### config.mk
export PLATFORM = sky130hd
export DESIGN_NAME = two_axis_command_sequencer
export DESIGN_NICKNAME = d
export VERILOG_FILES = /design/src/rtl/core/tacs_pkg.sv /design/src/rtl/core/tacs_ram.sv /design/src/rtl/core/tacs_front.sv /design/src/rtl/core/tacs_back.sv /design/src/rtl/core/two_axis_command_sequencer.sv
export SDC_FILE = /design/constraint.sdc
export NUM_CORES = 1
export LEC_CHECK = 0
export BUFFER_PORTS_ARGS = -buffer_cell sky130_fd_sc_hd__buf_2
export CAP_MARGIN = 5
export CORE_MARGIN = 2
export CORE_UTILIZATION = 33
export CTS_CLUSTER_SIZE = 24
export DETAILED_ROUTE_END_ITERATION = 6
export PLACE_DENSITY = 0.48
export SLEW_MARGIN = 20
export SYNTH_ARGS = -nofsm -noshare
export SYNTH_HDL_FRONTEND = slang
export SYNTH_SLANG_ARGS = --single-unit
export TNS_END_PERCENT = 5
### constraint.sdc
create_clock -name clk -period 11.8 [get_ports clk]
set_input_delay 3.54 -clock clk [delete_from_list [all_inputs] [get_ports clk]]
set_output_delay 3.54 -clock clk [all_outputs]
set_load 0.05 [all_outputs]
### src/rtl/core/tacs_pkg.sv
// Shared types, codes, constants and helper functions of the two-axis command sequencer.
`timescale 1ns / 1ps

package tacs_pkg;

  // Command ring: holds at most QUEUE_SLOTS-1 commands.
  localparam int QUEUE_SLOTS = 8;
  localparam int Q_IDX_W     = $clog2(QUEUE_SLOTS);
  localparam int Q_CNT_W     = $clog2(QUEUE_SLOTS + 1);

  // Queue between the front and the back end.
  localparam int FQ_SLOTS = 2;
  localparam int FQ_IDX_W = (FQ_SLOTS > 1) ? $clog2(FQ_SLOTS) : 1;
  localparam int FQ_CNT_W = $clog2(FQ_SLOTS + 1);

  // Configuration port.
  localparam int CFG_IDX_W  = 4;
  localparam int CFG_DATA_W = 16;

  localparam logic [CFG_IDX_W-1:0] REG_MAX_RPM       = 4'd0;
  localparam logic [CFG_IDX_W-1:0] REG_AXIS_GAP      = 4'd1;
  localparam logic [CFG_IDX_W-1:0] REG_MIN_AXIS_GAP  = 4'd2;
  localparam logic [CFG_IDX_W-1:0] REG_PAN_INVERT    = 4'd3;
  localparam logic [CFG_IDX_W-1:0] REG_TILT_INVERT   = 4'd4;
  localparam logic [CFG_IDX_W-1:0] REG_PAN_AXIS_ON   = 4'd5;
  localparam logic [CFG_IDX_W-1:0] REG_TILT_AXIS_ON  = 4'd6;
  localparam logic [CFG_IDX_W-1:0] REG_EN_ACT_HIGH   = 4'd7;

  localparam logic [14:0] RST_MAX_RPM      = 15'd3000;
  localparam logic [15:0] RST_AXIS_GAP     = 16'd5;
  localparam logic [15:0] RST_MIN_AXIS_GAP = 16'd1;

  // Request codes.
  localparam logic [1:0] ACT_POLL = 2'd0;
  localparam logic [1:0] ACT_VEL  = 2'd1;
  localparam logic [1:0] ACT_EN   = 2'd2;
  localparam logic [1:0] ACT_STOP = 2'd3;

  // Command and result kinds.
  localparam logic [1:0] KIND_VEL  = 2'd0;
  localparam logic [1:0] KIND_EN   = 2'd1;
  localparam logic [1:0] KIND_STOP = 2'd2;

  localparam logic AXIS_PAN  = 1'b0;
  localparam logic AXIS_TILT = 1'b1;

  typedef struct packed {
    logic [1:0]         action;
    logic [31:0]        now_ms;
    logic signed [15:0] pan_speed;
    logic signed [15:0] tilt_speed;
    logic               enable_request;
  } in_item_t;

  typedef struct packed {
    logic        axis;
    logic [1:0]  kind;
    logic        direction;
    logic [14:0] speed_magnitude;
    logic        enable_level;
    logic [2:0]  queue_depth;
    logic [31:0] drops;
  } out_item_t;

  // One stored command.
  typedef struct packed {
    logic [1:0]         kind;
    logic signed [15:0] pan;
    logic signed [15:0] tilt;
    logic               en;
  } entry_t;

  // A classified item on its way from the front to the back end.
  typedef struct packed {
    logic        is_poll;
    logic [31:0] now_ms;
    entry_t      entry;
  } fq_item_t;

  typedef struct packed {
    logic [14:0] max_rpm;
    logic [15:0] tilt_delay_ms;
    logic [15:0] min_tilt_delay_ms;
    logic        pan_invert;
    logic        tilt_invert;
    logic        pan_axis_on;
    logic        tilt_axis_on;
    logic        enable_active_high;
  } cfg_t;

  // Symmetric clamp of a signed rpm value to +/- lim.
  function automatic logic signed [15:0] clamp_rpm(input logic signed [15:0] v,
                                                   input logic [14:0] lim);
    logic signed [16:0] v17;
    logic signed [16:0] lim17;
    logic signed [16:0] res;
    v17   = {v[15], v};
    lim17 = {2'b00, lim};
    if (v17 > lim17) begin
      res = lim17;
    end else if (v17 < -lim17) begin
      res = -lim17;
    end else begin
      res = v17;
    end
    return res[15:0];
  endfunction

  // Ring index advance with wrap at QUEUE_SLOTS.
  function automatic logic [Q_IDX_W-1:0] ring_next(input logic [Q_IDX_W-1:0] i);
    logic [Q_IDX_W-1:0] res;
    if (i == Q_IDX_W'(QUEUE_SLOTS - 1)) begin
      res = '0;
    end else begin
      res = i + Q_IDX_W'(1);
    end
    return res;
  endfunction

endpackage

### src/rtl/core/tacs_ram.sv
// Generic single-write, single-read RAM with a registered read port.
`timescale 1ns / 1ps

module tacs_ram #(
  parameter int WIDTH = 8,
  parameter int DEPTH = 8
) (
  input  logic                     clk,
  input  logic                     we,
  input  logic [$clog2(DEPTH)-1:0] waddr,
  input  logic [WIDTH-1:0]         wdata,
  input  logic                     re,
  input  logic [$clog2(DEPTH)-1:0] raddr,
  output logic [WIDTH-1:0]         rdata
);

  logic [WIDTH-1:0] mem_r [DEPTH];
  logic [WIDTH-1:0] rdata_r;

  always_ff @(posedge clk) begin
    if (we) begin
      mem_r[waddr] <= wdata;
    end
    if (re) begin
      rdata_r <= mem_r[raddr];
    end
  end

  assign rdata = rdata_r;

endmodule

### src/rtl/core/tacs_front.sv
// Front end: accepts items, classifies and clamps them, and queues them for the back end.
`timescale 1ns / 1ps

module tacs_front (
  input  logic                clk,
  input  logic                rst_n,
  input  tacs_pkg::cfg_t      cfg,
  input  logic                in_valid,
  output logic                in_stall,
  input  tacs_pkg::in_item_t  in_item,
  output logic                fq_valid,
  output tacs_pkg::fq_item_t  fq_item,
  input  logic                fq_pop
);

  tacs_pkg::fq_item_t                    slot_r [tacs_pkg::FQ_SLOTS];
  logic [tacs_pkg::FQ_IDX_W-1:0]         wp_r, wp_nxt;
  logic [tacs_pkg::FQ_IDX_W-1:0]         rp_r, rp_nxt;
  logic [tacs_pkg::FQ_CNT_W-1:0]         cnt_r, cnt_nxt;
  logic                                  push;
  tacs_pkg::fq_item_t                    cls;

  // Classification: requests become ready-to-store entries with clamped speeds.
  always_comb begin
    cls          = '0;
    cls.now_ms   = in_item.now_ms;
    cls.is_poll  = (in_item.action == tacs_pkg::ACT_POLL);
    case (in_item.action)
      tacs_pkg::ACT_VEL: begin
        cls.entry.kind = tacs_pkg::KIND_VEL;
        cls.entry.pan  = tacs_pkg::clamp_rpm(in_item.pan_speed, cfg.max_rpm);
        cls.entry.tilt = tacs_pkg::clamp_rpm(in_item.tilt_speed, cfg.max_rpm);
      end
      tacs_pkg::ACT_EN: begin
        cls.entry.kind = tacs_pkg::KIND_EN;
        cls.entry.en   = in_item.enable_request;
      end
      tacs_pkg::ACT_STOP: begin
        cls.entry.kind = tacs_pkg::KIND_STOP;
      end
      default: begin
        cls.entry.kind = tacs_pkg::KIND_VEL;
      end
    endcase
  end

  assign in_stall = (cnt_r == tacs_pkg::FQ_CNT_W'(tacs_pkg::FQ_SLOTS));
  assign push     = in_valid && !in_stall;
  assign fq_valid = (cnt_r != '0);
  assign fq_item  = slot_r[rp_r];

  always_comb begin
    wp_nxt  = wp_r;
    rp_nxt  = rp_r;
    cnt_nxt = cnt_r;
    if (push) begin
      wp_nxt = (wp_r == tacs_pkg::FQ_IDX_W'(tacs_pkg::FQ_SLOTS - 1)) ? '0
             : wp_r + tacs_pkg::FQ_IDX_W'(1);
    end
    if (fq_pop) begin
      rp_nxt = (rp_r == tacs_pkg::FQ_IDX_W'(tacs_pkg::FQ_SLOTS - 1)) ? '0
             : rp_r + tacs_pkg::FQ_IDX_W'(1);
    end
    if (push && !fq_pop) begin
      cnt_nxt = cnt_r + tacs_pkg::FQ_CNT_W'(1);
    end else if (!push && fq_pop) begin
      cnt_nxt = cnt_r - tacs_pkg::FQ_CNT_W'(1);
    end
  end

  always_ff @(posedge clk) begin
    if (!rst_n) begin
      wp_r  <= '0;
      rp_r  <= '0;
      cnt_r <= '0;
    end else begin
      wp_r  <= wp_nxt;
      rp_r  <= rp_nxt;
      cnt_r <= cnt_nxt;
    end
  end

  always_ff @(posedge clk) begin
    if (push) begin
      slot_r[wp_r] <= cls;
    end
  end

endmodule

### src/rtl/core/tacs_back.sv
// Back end: command ring with drop-oldest, paced pan/tilt dispatch and the result register.
`timescale 1ns / 1ps

module tacs_back (
  input  logic                clk,
  input  logic                rst_n,
  input  tacs_pkg::cfg_t      cfg,
  input  logic                fq_valid,
  input  tacs_pkg::fq_item_t  fq_item,
  output logic                fq_pop,
  output logic                out_valid,
  input  logic                out_stall,
  output tacs_pkg::out_item_t out_item
);

  localparam logic ST_RUN  = 1'b0;
  localparam logic ST_READ = 1'b1;

  logic                          st_r, st_nxt;
  logic [tacs_pkg::Q_IDX_W-1:0]  w_r, w_nxt;
  logic [tacs_pkg::Q_IDX_W-1:0]  r_r, r_nxt;
  logic [31:0]                   drops_r, drops_nxt;
  logic                          busy_r, busy_nxt;
  logic                          second_r, second_nxt;
  logic [31:0]                   due_r, due_nxt;
  tacs_pkg::entry_t              cmd_r, cmd_nxt;
  logic [31:0]                   now_r, now_nxt;
  logic                          out_valid_r, out_valid_nxt;
  tacs_pkg::out_item_t           out_item_r, out_item_nxt;

  logic                          ram_we, ram_re;
  logic [$bits(tacs_pkg::entry_t)-1:0] ram_rdata;
  tacs_pkg::entry_t              rd_entry;

  logic                          out_free;
  logic                          flush;
  logic [tacs_pkg::Q_IDX_W-1:0]  r_base;
  logic [tacs_pkg::Q_IDX_W-1:0]  w_step;
  logic [15:0]                   gap;
  logic [31:0]                   elapsed;
  logic                          emit;
  logic                          emit_ax;
  tacs_pkg::entry_t              emit_cmd;
  logic [tacs_pkg::Q_CNT_W-1:0]  depth_cnt;

  tacs_ram #(
    .WIDTH($bits(tacs_pkg::entry_t)),
    .DEPTH(tacs_pkg::QUEUE_SLOTS)
  ) u_ring (
    .clk  (clk),
    .we   (ram_we),
    .waddr(w_r),
    .wdata(fq_item.entry),
    .re   (ram_re),
    .raddr(r_r),
    .rdata(ram_rdata)
  );

  assign rd_entry = ram_rdata;

  // Builds one axis action from a command and the current settings.
  function automatic tacs_pkg::out_item_t build_result(input tacs_pkg::entry_t c,
                                                       input logic ax,
                                                       input tacs_pkg::cfg_t k,
                                                       input logic [2:0] dep,
                                                       input logic [31:0] drp);
    tacs_pkg::out_item_t res;
    logic signed [15:0]  rpm;
    logic                inv;
    res       = '0;
    res.axis  = ax;
    res.kind  = c.kind;
    inv       = (ax == tacs_pkg::AXIS_TILT) ? k.tilt_invert : k.pan_invert;
    rpm       = tacs_pkg::clamp_rpm((ax == tacs_pkg::AXIS_TILT) ? c.tilt : c.pan, k.max_rpm);
    if (c.kind == tacs_pkg::KIND_VEL) begin
      res.direction       = rpm[15] ^ inv;
      res.speed_magnitude = rpm[15] ? 15'(-rpm) : rpm[14:0];
    end else if (c.kind == tacs_pkg::KIND_EN) begin
      res.enable_level = k.enable_active_high ? c.en : !c.en;
    end
    res.queue_depth = dep;
    res.drops       = drp;
    return res;
  endfunction

  assign gap      = (cfg.tilt_delay_ms < cfg.min_tilt_delay_ms) ? cfg.min_tilt_delay_ms
                  : cfg.tilt_delay_ms;
  assign out_free = !out_valid_r || !out_stall;
  assign flush    = (fq_item.entry.kind != tacs_pkg::KIND_VEL);
  assign r_base   = flush ? w_r : r_r;
  assign w_step   = tacs_pkg::ring_next(w_r);
  assign elapsed  = fq_item.now_ms - due_r;

  always_comb begin
    st_nxt        = st_r;
    w_nxt         = w_r;
    r_nxt         = r_r;
    drops_nxt     = drops_r;
    busy_nxt      = busy_r;
    second_nxt    = second_r;
    due_nxt       = due_r;
    cmd_nxt       = cmd_r;
    now_nxt       = now_r;
    out_valid_nxt = out_valid_r;
    out_item_nxt  = out_item_r;
    fq_pop        = 1'b0;
    ram_we        = 1'b0;
    ram_re        = 1'b0;
    emit          = 1'b0;
    emit_ax       = tacs_pkg::AXIS_PAN;
    emit_cmd      = cmd_r;

    if (out_valid_r && !out_stall) begin
      out_valid_nxt = 1'b0;
    end

    case (st_r)
      ST_RUN: begin
        if (fq_valid && !fq_item.is_poll) begin
          // Request: optional flush and abort, then push with drop-oldest.
          fq_pop = 1'b1;
          ram_we = 1'b1;
          w_nxt  = w_step;
          r_nxt  = r_base;
          if (w_step == r_base) begin
            r_nxt     = tacs_pkg::ring_next(r_base);
            drops_nxt = drops_r + 32'd1;
          end
          if (flush) begin
            busy_nxt   = 1'b0;
            second_nxt = 1'b0;
            due_nxt    = '0;
          end
        end else if (fq_valid && out_free) begin
          fq_pop = 1'b1;
          if (!busy_r) begin
            if (r_r != w_r) begin
              ram_re  = 1'b1;
              now_nxt = fq_item.now_ms;
              st_nxt  = ST_READ;
            end
          end else if (!elapsed[31]) begin
            emit     = 1'b1;
            emit_ax  = second_r;
            emit_cmd = cmd_r;
            if (!second_r) begin
              second_nxt = 1'b1;
              due_nxt    = fq_item.now_ms + 32'(gap);
            end else begin
              busy_nxt = 1'b0;
            end
          end
        end
      end
      ST_READ: begin
        // Fresh pop: the pan action is always due at once.
        cmd_nxt    = rd_entry;
        r_nxt      = tacs_pkg::ring_next(r_r);
        busy_nxt   = 1'b1;
        second_nxt = 1'b1;
        due_nxt    = now_r + 32'(gap);
        emit       = 1'b1;
        emit_ax    = tacs_pkg::AXIS_PAN;
        emit_cmd   = rd_entry;
        st_nxt     = ST_RUN;
      end
      default: begin
        st_nxt = ST_RUN;
      end
    endcase

    if (w_nxt >= r_nxt) begin
      depth_cnt = tacs_pkg::Q_CNT_W'(w_nxt) - tacs_pkg::Q_CNT_W'(r_nxt);
    end else begin
      depth_cnt = tacs_pkg::Q_CNT_W'(tacs_pkg::QUEUE_SLOTS) + tacs_pkg::Q_CNT_W'(w_nxt)
                - tacs_pkg::Q_CNT_W'(r_nxt);
    end

    if (emit && ((emit_ax == tacs_pkg::AXIS_TILT) ? cfg.tilt_axis_on : cfg.pan_axis_on)
        && (emit_cmd.kind <= tacs_pkg::KIND_STOP)) begin
      out_valid_nxt = 1'b1;
      out_item_nxt  = build_result(emit_cmd, emit_ax, cfg, 3'(depth_cnt), drops_nxt);
    end
  end

  always_ff @(posedge clk) begin
    if (!rst_n) begin
      st_r        <= ST_RUN;
      w_r         <= '0;
      r_r         <= '0;
      drops_r     <= '0;
      busy_r      <= 1'b0;
      second_r    <= 1'b0;
      due_r       <= '0;
      cmd_r       <= '0;
      out_valid_r <= 1'b0;
    end else begin
      st_r        <= st_nxt;
      w_r         <= w_nxt;
      r_r         <= r_nxt;
      drops_r     <= drops_nxt;
      busy_r      <= busy_nxt;
      second_r    <= second_nxt;
      due_r       <= due_nxt;
      cmd_r       <= cmd_nxt;
      out_valid_r <= out_valid_nxt;
    end
  end

  always_ff @(posedge clk) begin
    now_r      <= now_nxt;
    out_item_r <= out_item_nxt;
  end

  assign out_valid = out_valid_r;
  assign out_item  = out_item_r;

endmodule

### src/rtl/core/two_axis_command_sequencer.sv
// Top level of the two-axis command sequencer: configuration registers and the front/back pair.
`timescale 1ns / 1ps

// The sequencer takes velocity, enable and stop requests plus poll items that carry the
// current millisecond time, and turns queued commands into paced pan and tilt actions.
// Requests go into a ring of QUEUE_SLOTS slots that holds at most QUEUE_SLOTS-1 commands;
// when it is full the oldest command is dropped and counted. Enable and stop flush the
// ring and abort the command in progress before they queue themselves. A poll on an idle
// block pops the oldest command and emits its pan action at once; a later poll emits the
// tilt action once max(tilt_delay_ms, min_tilt_delay_ms) milliseconds have passed, using a
// wrapping signed compare. A disabled axis still advances the sequence but emits nothing.
// Timing: an accepted item first passes a two-entry input queue, so in_stall rises only
// when that queue is full. In the back end a request, or a poll that emits from the
// command in progress (or finds nothing to do), is handled in the RUN state alone. A poll
// that pops a command also passes the READ state, since the ring lives in a RAM with a
// registered read port. A poll is also held while the output register still carries a
// result that has not been transferred. Results leave through that register, and at
// most one result follows from each poll. Configuration may be written only while
// the block is idle; cfg_ready is always high.

module two_axis_command_sequencer (
  input  logic                                clk,
  input  logic                                rst_n,
  input  logic                                in_valid,
  output logic                                in_stall,
  input  tacs_pkg::in_item_t                  in_item,
  output logic                                out_valid,
  input  logic                                out_stall,
  output tacs_pkg::out_item_t                 out_item,
  input  logic                                cfg_valid,
  output logic                                cfg_ready,
  input  logic [tacs_pkg::CFG_IDX_W-1:0]      cfg_index,
  input  logic [tacs_pkg::CFG_DATA_W-1:0]     cfg_data
);

  tacs_pkg::cfg_t     cfg_r, cfg_nxt;
  logic               fq_valid;
  logic               fq_pop;
  tacs_pkg::fq_item_t fq_item;

  // Configuration registers. Writes to indexes past the list are ignored.
  assign cfg_ready = 1'b1;

  always_comb begin
    cfg_nxt = cfg_r;
    if (cfg_valid && cfg_ready) begin
      case (cfg_index)
        tacs_pkg::REG_MAX_RPM:      cfg_nxt.max_rpm            = cfg_data[14:0];
        tacs_pkg::REG_AXIS_GAP:     cfg_nxt.tilt_delay_ms      = cfg_data[15:0];
        tacs_pkg::REG_MIN_AXIS_GAP: cfg_nxt.min_tilt_delay_ms  = cfg_data[15:0];
        tacs_pkg::REG_PAN_INVERT:   cfg_nxt.pan_invert         = cfg_data[0];
        tacs_pkg::REG_TILT_INVERT:  cfg_nxt.tilt_invert        = cfg_data[0];
        tacs_pkg::REG_PAN_AXIS_ON:  cfg_nxt.pan_axis_on        = cfg_data[0];
        tacs_pkg::REG_TILT_AXIS_ON: cfg_nxt.tilt_axis_on       = cfg_data[0];
        tacs_pkg::REG_EN_ACT_HIGH:  cfg_nxt.enable_active_high = cfg_data[0];
        default: begin
          cfg_nxt = cfg_r;
        end
      endcase
    end
  end

  always_ff @(posedge clk) begin
    if (!rst_n) begin
      cfg_r.max_rpm            <= tacs_pkg::RST_MAX_RPM;
      cfg_r.tilt_delay_ms      <= tacs_pkg::RST_AXIS_GAP;
      cfg_r.min_tilt_delay_ms  <= tacs_pkg::RST_MIN_AXIS_GAP;
      cfg_r.pan_invert         <= 1'b0;
      cfg_r.tilt_invert        <= 1'b0;
      cfg_r.pan_axis_on        <= 1'b1;
      cfg_r.tilt_axis_on       <= 1'b1;
      cfg_r.enable_active_high <= 1'b1;
    end else begin
      cfg_r <= cfg_nxt;
    end
  end

  // The front end accepts and classifies; its queue decouples it from the back end.
  tacs_front u_front (
    .clk     (clk),
    .rst_n   (rst_n),
    .cfg     (cfg_r),
    .in_valid(in_valid),
    .in_stall(in_stall),
    .in_item (in_item),
    .fq_valid(fq_valid),
    .fq_item (fq_item),
    .fq_pop  (fq_pop)
  );

  // The back end owns the command ring, the dispatch pacing and the result register.
  tacs_back u_back (
    .clk      (clk),
    .rst_n    (rst_n),
    .cfg      (cfg_r),
    .fq_valid (fq_valid),
    .fq_item  (fq_item),
    .fq_pop   (fq_pop),
    .out_valid(out_valid),
    .out_stall(out_stall),
    .out_item (out_item)
  );

endmodule

Word level (Yosys, flattened, before mapping)
Memory sizes are Yosys's and may differ from the RTL's. A register that Yosys moved wholly into a read port is not among the register bits.
Index checks and enable logic that the tools add are counted.
{"block": "word_totals", "elab_cells": 203, "reg_bits": 252, "n_memories": 2, "mem_bits_rw": 416, "output_inout_bits": 58, "in_bits": 92}
{"memory": "u_back.u_ring.mem_r", "depth": 8, "width": 35, "rd": 1, "rd_clocked_by_memory_dff": 1, "wr": 1, "line_no": "tacs_ram.sv:17", "rtl": "logic [WIDTH-1:0] mem_r [DEPTH];"}
{"memory": "u_front.slot_r", "depth": 2, "width": 68, "rd": 1, "rd_clocked_by_memory_dff": 1, "wr": 1, "line_no": "tacs_front.sv:16", "rtl": "tacs_pkg::fq_item_t slot_r [tacs_pkg::FQ_SLOTS];"}
{"block": "classes", "n_eq_ne": 22, "n_reduce_logical": 36, "bitwise_logic": 5, "add_sub_neg": 16, "order_cmp": 9, "mux": 82}
{"op": "$mux W32", "n": 10}
{"op": "$mux W16", "n": 9}
{"op": "$pmux W35 S2", "n": 1}
{"op": "$add A32 B16 Y32", "n": 2}
{"op": "$pmux W32 S2", "n": 1}
{"op": "$lt A16 B17 Y1", "n": 3}
{"op": "$gt A16 B16 Y1", "n": 3}
{"op": "$mux W1", "n": 42}
{"op": "$add A32 B1 Y32 const B", "n": 1}
{"op": "$sub A32 B32 Y32", "n": 1}
{"op": "$mux W3", "n": 9}
{"op": "$reduce_and A2 Y1", "n": 9}
{"op": "$neg A15 Y17", "n": 1}
{"op": "$eq A4 B3 Y1 const B", "n": 4}
{"op": "$lt A16 B16 Y1", "n": 1}
{"op": "$mux W15", "n": 1}
{"op": "$neg A15 Y15", "n": 1}
{"op": "$pmux W1 S2", "n": 5}
{"op": "$reduce_and A5 Y1", "n": 2}
{"op": "$add A3 B1 Y3 const B", "n": 3}
{"op": "$eq A3 B3 Y1 const B", "n": 3}
{"op": "$eq A4 B2 Y1 const B", "n": 2}
{"op": "$logic_and A1 B1 Y1", "n": 8}
{"op": "$reduce_bool A2 Y1", "n": 4}
{"op": "other kinds (26)", "n": 44}

Depth between registers and ports, before layout
{"block": "depth", "ltp_word": 13, "depth_mapped": 37, "ltp_nobuf": 29}

Hierarchy
Synthesis repeated with hierarchy kept, for this count alone.
{"block": "unflattened", "hier_cells": 2677, "area_unflattened_um2": 34813.4}
{"module": "tacs_back", "n_inst": 1, "cells_each": 1386, "area_each_um2": 12969.9, "seq_area_each_um2": 4794.6}
{"module": "tacs_ram", "n_inst": 1, "cells_each": 453, "area_each_um2": 11886.4, "seq_area_each_um2": 9459.1}
{"module": "tacs_front", "n_inst": 1, "cells_each": 627, "area_each_um2": 7833.8, "seq_area_each_um2": 4184.0}
{"module": "two_axis_command_sequencer", "n_inst": 1, "cells_each": 211, "area_each_um2": 2123.3, "seq_area_each_um2": 1041.0}

Worst setup path before layout
No wires, ideal clock.
{"block": "synth_path", "kind": "input to register", "from": "in out_stall", "to": "reg u_back.out_item_r (netlist bit u_back.out_item[0]) (enable)", "stages": 12, "slack_ns": 2.041, "required_time_ns": 11.236, "setup_ns": 0.564, "arrival_ns": 9.195, "n_path_buf": 3, "cell_sequence": "nand2_1 -> nand2_1 -> nor4_1 -> and3_1 -> and3_1 -> buf_6 -> nor2_8 -> inv_2 -> buf_6 -> buf_6 -> nand2_1 -> a222oi_1"}
{"block": "synth_between", "elab_chain_cells": 9, "elab_cells_between_ends": 12, "cone_classes": "7 x mux; 5 x reduce/logical"}
{"element": "start, declared", "line_no": "two_axis_command_sequencer.sv:28", "rtl": "input logic out_stall,"}
{"element": "$logic_not A1 Y1", "line_no": "tacs_back.sv:88", "rtl": "assign out_free = !out_valid_r || !out_stall;"}
{"element": "$logic_or A1 B1 Y1", "line_no": "tacs_back.sv:88"}
{"element": "$logic_and A1 B1 Y1", "line_no": "tacs_back.sv:134", "rtl": "end else if (fq_valid && out_free) begin"}
{"element": "$mux W1", "line_no": "tacs_back.sv:134"}
{"element": "$mux W1", "line_no": "tacs_back.sv:119", "rtl": "if (fq_valid && !fq_item.is_poll) begin"}
{"element": "$pmux W1 S2", "line_no": "tacs_back.sv:117", "rtl": "case (st_r)"}
{"element": "via u_back.emit_ax", "line_no": "tacs_back.sv:42", "rtl": "logic emit_ax;"}
{"element": "$mux W1", "line_no": "tacs_back.sv:179", "rtl": "if (emit && ((emit_ax == tacs_pkg::AXIS_TILT) ? cfg.tilt_axis_on : cfg.pan_axis_on)"}
{"element": "$logic_and A1 B1 Y1", "line_no": "tacs_back.sv:179"}
{"element": "$logic_and A1 B1 Y1", "line_no": "tacs_back.sv:180", "rtl": "&& (emit_cmd.kind <= tacs_pkg::KIND_STOP)) begin"}
{"element": "end signal, assigned", "line_no": "tacs_back.sv:212", "rtl": "out_item_r <= out_item_nxt;"}
{"element": "end, declared", "line_no": "tacs_back.sv:29", "rtl": "tacs_pkg::out_item_t out_item_r, out_item_nxt;"}
The timed path passes the listed nets, and every way through them passes these cells.
A chain may end at the register's enable or synchronous reset.

Worst setup path in the final report
{"block": "layout_path", "from": "in out_stall", "to": "reg u_back.out_item_r (netlist bit u_back.out_item[49]) (data pin)"}
{"block": "layout_between", "elab_chain_cells": 13, "elab_cells_between_ends": 14, "cone_classes": "1 x add/sub; 2 x order compare; 8 x mux; 3 x reduce/logical"}
{"element": "$logic_not A1 Y1 *", "line_no": "tacs_back.sv:88"}
{"element": "$logic_or A1 B1 Y1 *", "line_no": "tacs_back.sv:88"}
{"element": "$logic_and A1 B1 Y1 *", "line_no": "tacs_back.sv:134"}
{"element": "$mux W1 *", "line_no": "tacs_back.sv:134"}
{"element": "$mux W1 *", "line_no": "tacs_back.sv:119"}
{"element": "$pmux W1 S2 *", "line_no": "tacs_back.sv:117"}
{"element": "$mux W16 *", "line_no": "tacs_back.sv:74", "rtl": "rpm = tacs_pkg::clamp_rpm((ax == tacs_pkg::AXIS_TILT) ? c.tilt : c.pan, k.max_rpm);"}
{"element": "$lt A16 B17 Y1", "line_no": "tacs_pkg.sv:101", "rtl": "end else if (v17 < -lim17) begin"}
{"element": "$mux W16", "line_no": "tacs_pkg.sv:101"}
{"element": "$mux W16 *", "line_no": "tacs_pkg.sv:99", "rtl": "if (v17 > lim17) begin"}
{"element": "$mux W16 *", "line_no": "tacs_back.sv:179"}
{"element": "$neg A15 Y15", "line_no": "tacs_back.sv:77", "rtl": "res.speed_magnitude = rpm[15] ? 15'(-rpm) : rpm[14:0];"}
{"element": "$mux W15 *", "line_no": "tacs_back.sv:77"}
Mark *: on every way between the ends. The rest lies on a longest branch, timed or not. The select of a mux whose other input is x is not followed.

==> out/metrics.cfg <==
[clocking]
path_clk_slew_ns = 0.05
cts_buffers = 81
ctsHoldBuffers = 0
cts_setup_buffers = 0
clk_path_buf_depth = 3
cts_resized = 0
clock_latency_ns = 0.66
cts_tree = built
clockRootBuffer = clkbuf_16
h-tree-depth = 3
cts_sinks = 704

[grt]
grt.overflow.total = 0
grt_first_pass_wirelength_um = 146000
grtUsageTotal_pct = 18.3
antenna_found_initial = 3
grt_max_degree = 63
grt_pass1_vias = 22726

[die]
core_area_um2 = 102000
dieArea_um2 = 105000
initial_core_util_pct = 33.3
rows = 117
die_h_um = 325
die_w_um = 325
io_pins = 150

[timing]
fmax_ghz = 0.108
period_needed_ns = 9.28
setup_violations = 0
rsz0062_at_grt = false
finalSetupTns_ns = 0
fin_skew_ns = 0.0288
maxSlewHeadroom_pct = 25.8
finalMaxSlewViolations = 0
worst_slew_pin_slew_ns = 1.10
final_hold_viol_count = 0
hold_slack_ns = 0.463
min_period_over_period_pct = 78.7

[logic_synthesis]
synthTopCellsByArea = edfxtp_1 48%, dfxtp_1 9.8%, ha_1 6.6%
synth_most_common_cell = edfxtp_1
synth-main-ff-cell = edfxtp_1
ys_ff_latch = 704
synth_top_area_share_pct = 47.6
synth_common_cells = 538 x edfxtp_1, 207 x nand2_1, 180 x ha_1
netlist_area_um2 = 33900
syn_area_per_cell_um2 = 12.8
syn_nets = 2931
async_reset_ff_share_pct = 0
synth_area_leader_cell = edfxtp_1
synthCells = 2656
synth_cell_type_count = 91
ys_seq_area_share_pct = 57.4
synth-edff-count = 538
synth_warnings = 0

[drt]
drt_iter0_markers = 1618
dr_wl_met3_um = 4440
drc = 0
ant_nets = 0
met1_length_um = 42600
detail_route.wl_per_cell_um = 22.9
first_pass_iters = 5
vias = 22104
drt-total-wl_um = 97400
viasPerCell = 5.20
wl_met2_um = 48000
routed.top_layer = met4

[power]
power.switching_uw = 2620
switching_share_pct = 32.3
p_per_area_nw_per_um2 = 207
combinationalPowerShare_pct = 27.0
p_leak_uw = 0.0141
p_int_uw = 5490
power_frac_seq_pct = 40.7
pwr-share-clk_pct = 32.2
ir_worst_vdd_v = 0.000130

[placed_design]
place_congestion = 0.881
dp_hpwl_um = 67400
io_buffers = 148

[final_layout]
fill_cells = 9691
area_growth_pct = 15.3
drive_above_1_share_pct = 18.8
diodes = 0
nets = 3088

[flow_run]
cap_violations = 0

[critical_path]
cp_max_fo = 25
start_kind = input port
end_kind = register
worstPathRequired_ns = 12.17
path_class = input port to register
cp.arrival_ns = 9.66

[min_path]
worstHoldPathType = register to register

[outcome]
status = finished, final reports clean

==> cell usage in the layout, fill, tap and decap left out, types with 96 or more instances in the layout <==
| cell type | netlist | layout |
|---|---|---|
| a21oi_1 | 146 | 145 |
| edfxtp_1 | 538 | 538 |
| nor2_1 | 155 | 153 |
| buf_2 | 4 | 148 |
| nand2_1 | 207 | 207 |
| inv_1 | 103 | 103 |
| ha_1 | 180 | 180 |
| mux2_2 | 107 | 107 |
| mux2i_1 | 96 | 96 |
| dfxtp_1 | 166 | 161 |
==> logic make-up after synthesis <==
logic type                 synth area share (%)
xor gates and xnor gates                   2.92
buffers and inverters                      2.58
AOI/OAI and AO/OA                          9.46
and+or+nand+nor                            9.61
DFF                                        57.4
other                                    0.0111
adders and majority gates                  6.82
muxes                                      11.2
==> routing by layer <==
metal	global-route usage, %	vias up
li1	-	10370
met1	23.6	11092
met2	31.6	506
met3	3.18	136
met4	4.89	0
met5	0	-
==> path summary, 6_finish.rpt <==
| kind | cells past startpoint | start | endpoint | slack [ns] |
|---|---|---|---|---|
| max | 22 | out_stall | u_back.out_item[49]$_SDFFCE_PP0P_ | 2.52 |
| min | 2 | u_back.cmd_r[26]$_SDFFE_PN0P_ | u_back.cmd_r[26]$_SDFFE_PN0P_ | 0.46 |
| max reg2reg | 25 | register | u_back.out_item[49]$_SDFFCE_PP0P_ | 3.65 |
| min reg2reg | 2 | u_back.cmd_r[26]$_SDFFE_PN0P_ | u_back.cmd_r[26]$_SDFFE_PN0P_ | 0.46 |
==> area by class of cell <==
class	count	area [µm²]	area share, %
Inverter	106	399	1.02
Timing Repair Buffer	193	1080	2.76
Sequential cell	704	19500	49.8
Clock buffer	98	2130	5.45
Clock inverter	53	656	1.68
Multi-Input combinational cell	1727	13600	34.9
Tap cell	1368	1710	4.38
==> state kept, by name (all words and copies together), names as in the netlist, 32 cells and up, named ones only <==
register	count
u_back.u_ring.mem_r	280
u_front.slot_r	136
u_back.out_item	55
cfg_r	52
u_back.cmd_r	35
u_back.u_ring.rdata	35
u_back.drops_r	32
u_back.due_r	32
u_back.now_r	32
==> power by group through the flow <==
stage          Combinational [µW]  Sequential [µW]  Clock, µW
2_1_floorplan                1490             3380          0
5_1_grt                      2420             3340       2790
4_1_cts                      2220             3310       2690
6_report                     2190             3300       2610
3_3_place_gp                 2180             3350          0
3_5_place_dp                 2210             3360          0
==> critical path: stages <==
cell       delay (ns)
buf_2            0.11
nand2_1          0.11
nand2_1          0.18
nor4_1           0.56
and3_1           0.28
and3_1           0.39
nor2_8           0.08
inv_2            0.40
mux2i_1          0.18
o21ai_0          0.38
ha_1             0.32
a21o_1           0.17
a2111oi_0        0.64
a21o_1           0.21
buf_4            0.28
a211o_1          0.14
o31ai_1          0.08
nor4_1           0.42
o22ai_2          0.21
nor4_2           0.46
nor2_1           0.09
or3b_1           0.38
==> through the flow <==
stage	instance area, µm²	worst slack, ns	power [µW]	cells	utilization, %
floorplan	33900	2.04	4880	2656	-
global placement	36300	2.01	5530	4098	35.6
detailed placement	36300	1.91	5570	4098	35.6
CTS	39100	2.60	8220	4249	38.4
global route	39100	2.08	8550	4249	38.4
finish	39100	2.52	8110	4249	38.4
No activity file was read; power rests on OpenSTA's default activity.
